<file path="config.mk">
export PLATFORM = sky130hd
export DESIGN_NAME = hsv_to_rgb_integer
export DESIGN_NICKNAME = d
export VERILOG_FILES = /design/src/hw/rtl/hsvrgb_pkg.sv /design/src/hw/rtl/hsvrgb_hue.sv /design/src/hw/rtl/hsvrgb_mix.sv /design/src/hw/rtl/hsv_to_rgb_integer.sv
export VERILOG_INCLUDE_DIRS = /design/src /design/src/hw/rtl
export SDC_FILE = /design/constraint.sdc
export NUM_CORES = 1
export LEC_CHECK = 0
export BUFFER_PORTS_ARGS = -buffer_cell sky130_fd_sc_hd__clkbuf_2
export CAP_MARGIN = 20
export CELL_PAD_IN_SITES_DETAIL_PLACEMENT = 0
export CELL_PAD_IN_SITES_GLOBAL_PLACEMENT = 1
export CORE_ASPECT_RATIO = 0.5
export CORE_MARGIN = 1.5
export CORE_UTILIZATION = 54
export CTS_BUF_LIST = sky130_fd_sc_hd__clkbuf_8
export DETAILED_ROUTE_END_ITERATION = 8
export GPL_ROUTABILITY_DRIVEN = 0
export MAX_ROUTING_LAYER = met4
export PLACE_DENSITY_LB_ADDON = 0.1
export SLEW_MARGIN = 30
export SYNTH_ARGS = -nofsm -noshare
export SYNTH_HDL_FRONTEND = slang
export SYNTH_SLANG_ARGS = --single-unit
export TNS_END_PERCENT = 50
</file>
<file path="constraint.sdc">
create_clock -name clk -period 8.8 [get_ports clk]
set_clock_uncertainty 0.05 [all_clocks]
set_input_delay 0.88 -clock clk [delete_from_list [all_inputs] [get_ports clk]]
set_output_delay 0.88 -clock clk [all_outputs]
set_load 0.02 [all_outputs]
</file>
<file path="src/hw/rtl/assert_macros.svh">
// Assertion helpers shared by the RTL.
// Assertions use the clock clk and the active-low reset arst_n of the module.
`ifndef ASSERT_MACROS_SVH
`define ASSERT_MACROS_SVH

`ifndef ASSERT_OFF

// Implication checked at every rising clock edge, idle while in reset.
`define ASSERT_CLK(lbl, prop, msg) \
	lbl: assert property (@(posedge clk) disable iff (!arst_n) (prop)) else $error(msg);

// Condition that must hold whenever a stage holds a valid item.
`define ASSERT_VLD(lbl, vld, cond, msg) \
	lbl: assert property (@(posedge clk) disable iff (!arst_n) (vld) |-> (cond)) else $error(msg);

`else

`define ASSERT_CLK(lbl, prop, msg)
`define ASSERT_VLD(lbl, vld, cond, msg)

`endif

`endif

</file>
<file path="src/hw/rtl/hsvrgb_pkg.sv">
package hsvrgb_pkg;

	// Hue reduction constants
	localparam logic [8:0]  HUE_TURN   = 9'd360;
	localparam logic [5:0]  HUE_SECTOR = 6'd60;
	// floor(2^16 / 360): quotient estimate is low by at most one
	localparam logic [7:0]  HUE_RECIP  = 8'd182;
	localparam logic [7:0]  LEVEL_MAX  = 8'd255;
	// Largest fraction: 59 * 255 / 60
	localparam logic [7:0]  FRAC_MAX   = 8'd250;

	// Hue sectors, 60 degrees each
	localparam logic [2:0] SECT_RY = 3'd0;
	localparam logic [2:0] SECT_YG = 3'd1;
	localparam logic [2:0] SECT_GC = 3'd2;
	localparam logic [2:0] SECT_CB = 3'd3;
	localparam logic [2:0] SECT_BM = 3'd4;
	localparam logic [2:0] SECT_MR = 3'd5;

	// Hue split into sector and fraction, with the levels riding along
	typedef struct packed {
		logic [2:0] sector;
		logic [7:0] frac;
		logic [7:0] sat;
		logic [7:0] val;
	} hsv_frac_t;

	// Truncating x / 255 for x <= 255 * 255
	function automatic logic [7:0] div255(input logic [15:0] x);
		logic [16:0] sum;
		sum = {1'b0, x} + {9'd0, x[15:8]} + 17'd1;
		return sum[15:8];
	endfunction

endpackage

</file>
<file path="src/hw/rtl/hsvrgb_hue.sv">
module hsvrgb_hue (
	input  logic                   clk,
	input  logic                   en,
	input  logic [15:0]            hue,
	input  logic [7:0]             saturation,
	input  logic [7:0]             brightness,
	output hsvrgb_pkg::hsv_frac_t  frac_s3
);
	import hsvrgb_pkg::*;

	logic [7:0]  quot_s1;
	logic [15:0] hue_s1;
	logic [7:0]  sat_s1, val_s1;

	logic [8:0]  hue_s2;
	logic [7:0]  sat_s2, val_s2;

	logic [23:0] recip_prod;
	logic [15:0] quot_x360;
	logic [15:0] hue_rem;
	logic [8:0]  hue_mod;

	logic [2:0]  sector;
	logic [8:0]  sector_base;
	logic [5:0]  sect_rem;
	logic [9:0]  frac_x4;

	// Stage 1: quotient estimate of hue / 360
	assign recip_prod = hue * HUE_RECIP;

	always_ff @(posedge clk) begin
		if (en) begin
			quot_s1 <= recip_prod[23:16];
			hue_s1  <= hue;
			sat_s1  <= saturation;
			val_s1  <= brightness;
		end
	end

	// Stage 2: remainder, one correction step
	assign quot_x360 = 16'(quot_s1 * HUE_TURN);
	assign hue_rem   = hue_s1 - quot_x360;
	assign hue_mod   = (hue_rem >= 16'(HUE_TURN)) ? 9'(hue_rem - 16'(HUE_TURN))
						: hue_rem[8:0];

	always_ff @(posedge clk) begin
		if (en) begin
			hue_s2 <= hue_mod;
			sat_s2 <= sat_s1;
			val_s2 <= val_s1;
		end
	end

	// Stage 3: sector by compare chain, fraction = rem * 255 / 60 = rem * 17 / 4
	always_comb begin
		if (hue_s2 >= 9'(5 * HUE_SECTOR)) begin
			sector = SECT_MR;
		end else if (hue_s2 >= 9'(4 * HUE_SECTOR)) begin
			sector = SECT_BM;
		end else if (hue_s2 >= 9'(3 * HUE_SECTOR)) begin
			sector = SECT_CB;
		end else if (hue_s2 >= 9'(2 * HUE_SECTOR)) begin
			sector = SECT_GC;
		end else if (hue_s2 >= 9'(HUE_SECTOR)) begin
			sector = SECT_YG;
		end else begin
			sector = SECT_RY;
		end
	end

	assign sector_base = 9'(sector * HUE_SECTOR);
	assign sect_rem    = 6'(hue_s2 - sector_base);
	assign frac_x4     = {4'd0, sect_rem} * 10'd17;

	always_ff @(posedge clk) begin
		if (en) begin
			frac_s3.sector <= sector;
			frac_s3.frac   <= frac_x4[9:2];
			frac_s3.sat    <= sat_s2;
			frac_s3.val    <= val_s2;
		end
	end

endmodule

</file>
<file path="src/hw/rtl/hsvrgb_mix.sv">
module hsvrgb_mix (
	input  logic                   clk,
	input  logic                   en,
	input  hsvrgb_pkg::hsv_frac_t  frac_s3,
	output logic [7:0]             red,
	output logic [7:0]             green,
	output logic [7:0]             blue
);
	import hsvrgb_pkg::*;

	logic [15:0] prod_p_s4, prod_q_s4, prod_t_s4;
	logic [2:0]  sector_s4, sector_s5, sector_s6;
	logic [7:0]  val_s4, val_s5, val_s6;

	logic [7:0]  p_s5, kq_s5, kt_s5;
	logic [7:0]  p_s6;
	logic [15:0] prod_q_s6, prod_t_s6;

	logic [7:0]  q_lvl, t_lvl;
	logic [7:0]  r_nxt, g_nxt, b_nxt;

	// Stage 4: v * (255 - s), s * f, s * (255 - f)
	always_ff @(posedge clk) begin
		if (en) begin
			prod_p_s4 <= frac_s3.val * (LEVEL_MAX - frac_s3.sat);
			prod_q_s4 <= frac_s3.sat * frac_s3.frac;
			prod_t_s4 <= frac_s3.sat * (LEVEL_MAX - frac_s3.frac);
			sector_s4 <= frac_s3.sector;
			val_s4    <= frac_s3.val;
		end
	end

	// Stage 5: divide by 255
	always_ff @(posedge clk) begin
		if (en) begin
			p_s5      <= div255(prod_p_s4);
			kq_s5     <= div255(prod_q_s4);
			kt_s5     <= div255(prod_t_s4);
			sector_s5 <= sector_s4;
			val_s5    <= val_s4;
		end
	end

	// Stage 6: v * (255 - k) for q and t
	always_ff @(posedge clk) begin
		if (en) begin
			prod_q_s6 <= val_s5 * (LEVEL_MAX - kq_s5);
			prod_t_s6 <= val_s5 * (LEVEL_MAX - kt_s5);
			p_s6      <= p_s5;
			sector_s6 <= sector_s5;
			val_s6    <= val_s5;
		end
	end

	// Stage 7: final divide and channel permutation; zero saturation
	// gives p = q = t = v, so grey needs no path of its own
	assign q_lvl = div255(prod_q_s6);
	assign t_lvl = div255(prod_t_s6);

	always_comb begin
		case (sector_s6)
			SECT_RY: begin r_nxt = val_s6; g_nxt = t_lvl;  b_nxt = p_s6;   end
			SECT_YG: begin r_nxt = q_lvl;  g_nxt = val_s6; b_nxt = p_s6;   end
			SECT_GC: begin r_nxt = p_s6;   g_nxt = val_s6; b_nxt = t_lvl;  end
			SECT_CB: begin r_nxt = p_s6;   g_nxt = q_lvl;  b_nxt = val_s6; end
			SECT_BM: begin r_nxt = t_lvl;  g_nxt = p_s6;   b_nxt = val_s6; end
			default: begin r_nxt = val_s6; g_nxt = p_s6;   b_nxt = q_lvl;  end
		endcase
	end

	always_ff @(posedge clk) begin
		if (en) begin
			red   <= r_nxt;
			green <= g_nxt;
			blue  <= b_nxt;
		end
	end

endmodule

</file>
<file path="src/hw/rtl/hsv_to_rgb_integer.sv">
// HSV to RGB converter, 8-bit integer levels.
// Input channel: in_valid / in_ready carry hue (degrees, any 16-bit value,
// reduced modulo 360), saturation and brightness. Output channel:
// out_valid / out_ready carry red, green and blue.
// Throughput: one color per cycle unless stalled; the seven register stages (two
// for hue reduction, sector split, multiply, divide-by-255, multiply, final divide
// with channel select) each take a new item every cycle that the pipeline advances.
// Stalls: when out_ready is low with a result waiting, the whole pipeline
// holds, empty stages included, and in_ready drops in the same cycle.
// in_ready = !out_valid || out_ready.
// Reset: arst_n clears all stage valid bits at once; data registers are
// not reset. The block keeps no state between colors.
module hsv_to_rgb_integer (
	input  logic        clk,
	input  logic        arst_n,
	input  logic        in_valid,
	output logic        in_ready,
	input  logic [15:0] hue,
	input  logic [7:0]  saturation,
	input  logic [7:0]  brightness,
	output logic        out_valid,
	input  logic        out_ready,
	output logic [7:0]  red,
	output logic [7:0]  green,
	output logic [7:0]  blue
);
	import hsvrgb_pkg::*;

	`include "assert_macros.svh"

	logic      en;
	logic      vld_s1, vld_s2, vld_s3, vld_s4, vld_s5, vld_s6, vld_s7;
	hsv_frac_t frac_s3;

	// Pipeline advances whenever the output slot is free or being taken
	assign en        = !vld_s7 || out_ready;
	assign in_ready  = en;
	assign out_valid = vld_s7;

	// Valid bits follow the data
	always_ff @(posedge clk or negedge arst_n) begin
		if (!arst_n) begin
			vld_s1 <= 1'b0;
			vld_s2 <= 1'b0;
			vld_s3 <= 1'b0;
			vld_s4 <= 1'b0;
			vld_s5 <= 1'b0;
			vld_s6 <= 1'b0;
			vld_s7 <= 1'b0;
		end else if (en) begin
			vld_s1 <= in_valid;
			vld_s2 <= vld_s1;
			vld_s3 <= vld_s2;
			vld_s4 <= vld_s3;
			vld_s5 <= vld_s4;
			vld_s6 <= vld_s5;
			vld_s7 <= vld_s6;
		end
	end

	hsvrgb_hue u_hue (
		.clk        (clk),
		.en         (en),
		.hue        (hue),
		.saturation (saturation),
		.brightness (brightness),
		.frac_s3    (frac_s3)
	);

	hsvrgb_mix u_mix (
		.clk     (clk),
		.en      (en),
		.frac_s3 (frac_s3),
		.red     (red),
		.green   (green),
		.blue    (blue)
	);

	// A stalled result blocks new transfers
	`ASSERT_CLK(a_stall_blocks_in, (out_valid && !out_ready) |-> !in_ready, "in_ready high during output stall")
	// An empty output slot always takes input
	`ASSERT_CLK(a_empty_takes_in, !out_valid |-> in_ready, "in_ready low with empty output")
	// Hue reduction lands in a real sector
	`ASSERT_VLD(a_sector_range, vld_s3, frac_s3.sector <= SECT_MR, "sector out of range")
	// Fraction bounded by 59 * 255 / 60
	`ASSERT_VLD(a_frac_range, vld_s3, frac_s3.frac <= FRAC_MAX, "fraction out of range")

endmodule
</file>
==> impl_metrics.json <==
{
  "num_antenna_cells": 0,
  "cts_resized": 0,
  "synth_top_family_by_area": "adder cells",
  "dieWidth_um": 304,
  "finalSetupTns_ps": 0,
  "drv_slew": 0,
  "r2r_end": "u_mix.prod_t_s4[13]",
  "synth-seq-area-share": 0.328,
  "dp_hpwl_mm": 34.5,
  "grt_max_degree": 122,
  "crit_fanout": 24,
  "async_flop_share": 0.0261,
  "postSynthCellCount": 2229,
  "crit_end": "u_mix.prod_t_s4[13]",
  "crit_chain": "nor2b_1, fa_1, fa_1, inv_1, fa_1, fa_1, inv_1, ha_1, o21ai_0, a21boi_0, o21ai_0, a21oi_1, a41oi_1, nor2b_1, xnor2_1",
  "areaGrowthSynthToFinish_pct": 7.32,
  "antenna_found_initial": 0,
  "io_pins": 62,
  "clk_pin_slew_ps": 60,
  "viasPerCell": 5.25,
  "cts_inserted_buffers": 43,
  "wirelength_mm": 45.6,
  "synth_area_leader_cell": "edfxtp_1",
  "rrSetupSlack_ps": 3780,
  "fillCellCount": 3785,
  "synth_area_leaders": "edfxtp_1, fa_1, ha_1",
  "cts-root-buf": "clkbuf_8",
  "grt-ovfl-total": 0,
  "synthAdderAreaFrac": 0.347,
  "synth_top_area_frac": 0.320,
  "grt_usage": 0.213,
  "crit_path_start_kind": "flip-flop",
  "clock_latency_ps": 590,
  "dieArea_um2": 46700,
  "synth_edf_count": 261,
  "synth_ff_type": "edfxtp_1",
  "hold_path_class": "input port to asynchronous set/reset pin",
  "syn_area_per_cell_um2": 11.0,
  "nets": 2873,
  "firstDrtPassIters": 5,
  "die_h_um": 153,
  "drc": 0,
  "cp-startpoint": "u_hue.frac_s3[12]",
  "multi_input_area_um2": 14900,
  "drive_above_1_share": 0.0742,
  "row_count": 54,
  "synth_seq_cells": 268,
  "critical_path_class": "flip-flop to flip-flop",
  "fin_crit_ps": 5020,
  "synthXorXnorAreaFrac": 0.0461,
  "cpMaxStageDelayCell": "edfxtp_1",
  "fin_cells": 2919,
  "cp.required_ps": 9080,
  "cap_violations": 0,
  "crit_top_cell": "fa_1",
  "synth_cell_types": 75,
  "seqCellArea_um2": 8010,
  "dp_cells": 2839,
  "tritoncts": "built",
  "drtIter0Drc": 808,
  "cts_setup_buffers": 0,
  "cp-end-kind": "flip-flop",
  "synth_compound_area_frac": 0.0725,
  "setup_violations": 0,
  "slowest_delay_ps": 740,
  "reg2reg_from": "u_hue.frac_s3[12]",
  "yosysWarnings": 0,
  "cts_hold_buf": 0,
  "cts.sinks": 268,
  "core_area_um2": 44100,
  "rr_worst_depth": 15,
  "grt_pass1_wl_mm": 78.6,
  "synthMuxAreaShare": 0.00747,
  "hold_viol": 0,
  "numPortBuffers": 61,
  "rsz0062_at_grt": "no",
  "grt_pass1_vias": 16000,
  "ant_nets": 0,
  "netlist_area_um2": 24500,
  "max_freq_mhz": 199,
  "slew_headroom": 0.401,
  "synth-simple-area-share": 0.137,
  "cts_buffer_depth": 3,
  "initial_core_util": 0.554,
  "status": "finished clean",
  "tightestPinTransition_ps": 898,
  "htreeDepth": 2,
  "fin_crit_sh": 0.571,
  "syn-num-nets": 2806,
  "routedWlPerCell_um": 15.6,
  "vias": 15300,
  "worstPathArrival_ps": 5310
}
==> layer usage <==
layer | track usage | vias up | part of all wire
li1 | - | 7545 | -
met1 | 0.281 | 7521 | 0.48
met2 | 0.351 | 190 | 0.47
met3 | 0.0315 | 60 | 0.033
met4 | 0.0464 | 0 | 0.019
met5 | - | - | 0
==> layout by cell type, fill, tap and decap left out, drive strengths merged, types with 8 or more instances in the layout <==
master | synthesis | final
o21a | 15 | 15
edfxtp | 261 | 261
and3 | 8 | 8
nor2 | 97 | 97
ha | 311 | 311
and2 | 40 | 40
nor2b | 166 | 166
nor3 | 23 | 23
nand2 | 104 | 104
inv | 357 | 370
clkinv | 1 | 21
xnor2 | 108 | 108
buf | 0 | 8
mux2 | 10 | 10
a21boi | 12 | 12
a211oi | 18 | 18
o21ai | 43 | 43
nand2b | 118 | 118
or2 | 10 | 10
xor2 | 20 | 20
clkbuf | 47 | 104
a21oi | 72 | 72
fa | 230 | 230
nand3 | 26 | 26
a21o | 14 | 14
a31oi | 12 | 12
==> kinds of logic (layout without fill, tap and decap cells) <==
family | count (synthesis) | after routing
AND/OR/NAND/NOR | 617 | 617
adder cells (fa/ha/maj) | 541 | 541
buffers and inverters | 405 | 507
flip-flops | 268 | 268
AO/OA/AOI/OAI | 253 | 253
XOR/XNOR | 128 | 128
multiplexers | 17 | 17
==> flip-flops by register name, summed over array words and instances, names as in the netlist, 9 cells and up <==
name and flops:
u_hue.frac_s3 27, u_hue.hue_s1 16, u_hue.hue_s2 9, u_mix.prod_p_s4 16, u_mix.prod_q_s4 16, u_mix.prod_q_s6 16, u_mix.prod_t_s4 16, u_mix.prod_t_s6 16
==> critical path: cells and delay by family (launching register included) <==
family / cells / cell delay [ps]
XOR/XNOR: 1 / 80
AND/OR/NAND/NOR: 2 / 490
flip-flops: 1 / 740
adder cells (fa/ha/maj): 5 / 2350
buffers and inverters: 2 / 90
AO/OA/AOI/OAI: 5 / 980
==> worst min path at each step <==
stage                    start           endpoint  slack (ps)  cells past startpoint
6_report                arst_n             vld_s1          70                      1
5_1_grt                 arst_n             vld_s3          40                      1
4_1_cts                 arst_n             vld_s3          20                      1
3_5_place_dp   u_hue.sat_s2[2]  u_hue.frac_s3[10]         350                      0
3_3_place_gp   u_hue.hue_s1[0]    u_hue.hue_s2[0]         350                      0
2_1_floorplan  u_hue.val_s2[0]   u_hue.frac_s3[0]         350                      0
==> cell usage after synthesis, drive strengths merged, types with 3 or more instances <==
| master | count |
|---|---|
| a211oi | 18 |
| a21boi | 12 |
| a21o | 14 |
| a21oi | 72 |
| a221o | 3 |
| a22oi | 7 |
| a31oi | 12 |
| a41o | 5 |
| and2 | 40 |
| and3 | 8 |
| and4 | 3 |
| clkbuf | 47 |
| dfrtp | 7 |
| edfxtp | 261 |
| fa | 230 |
| ha | 311 |
| inv | 357 |
| mux2 | 10 |
| mux2i | 7 |
| nand2 | 104 |
| nand2b | 118 |
| nand3 | 26 |
| nand4 | 6 |
| nor2 | 97 |
| nor2b | 166 |
| nor3 | 23 |
| nor4b | 3 |
| o2111ai | 4 |
| o211ai | 5 |
| o21a | 15 |
| o21ai | 43 |
| o21bai | 3 |
| o22ai | 5 |
| o311a | 3 |
| o31a | 3 |
| o31ai | 5 |
| o41a | 4 |
| o41ai | 5 |
| or2 | 10 |
| or3 | 6 |
| xnor2 | 108 |
| xor2 | 20 |
==> through the flow <==
stage	instance area, um2	hold WS [ps]	utilization	setup slack (ps)
5_1_grt	26200	40.4	0.595	3460
3_5_place_dp	25400	355	0.576	3770
6_report	26200	70.8	0.595	3780
4_1_cts	26200	18.8	0.595	3770
3_3_place_gp	25400	351	0.576	3820
2_1_floorplan	24500	350	-	1630
==> final cells by class <==
type | count | area share
Sequential cell | 268 | 0.305
Inverter | 358 | 0.0515
Clock buffer | 43 | 0.0225
Tap cell | 588 | 0.0280
Clock inverter | 37 | 0.00963
Timing Repair Buffer | 69 | 0.0144
Multi-Input combinational cell | 1556 | 0.569
Power is not shown: default switching activity piles up to over one toggle a cycle in this logic, so the estimate is an artifact.
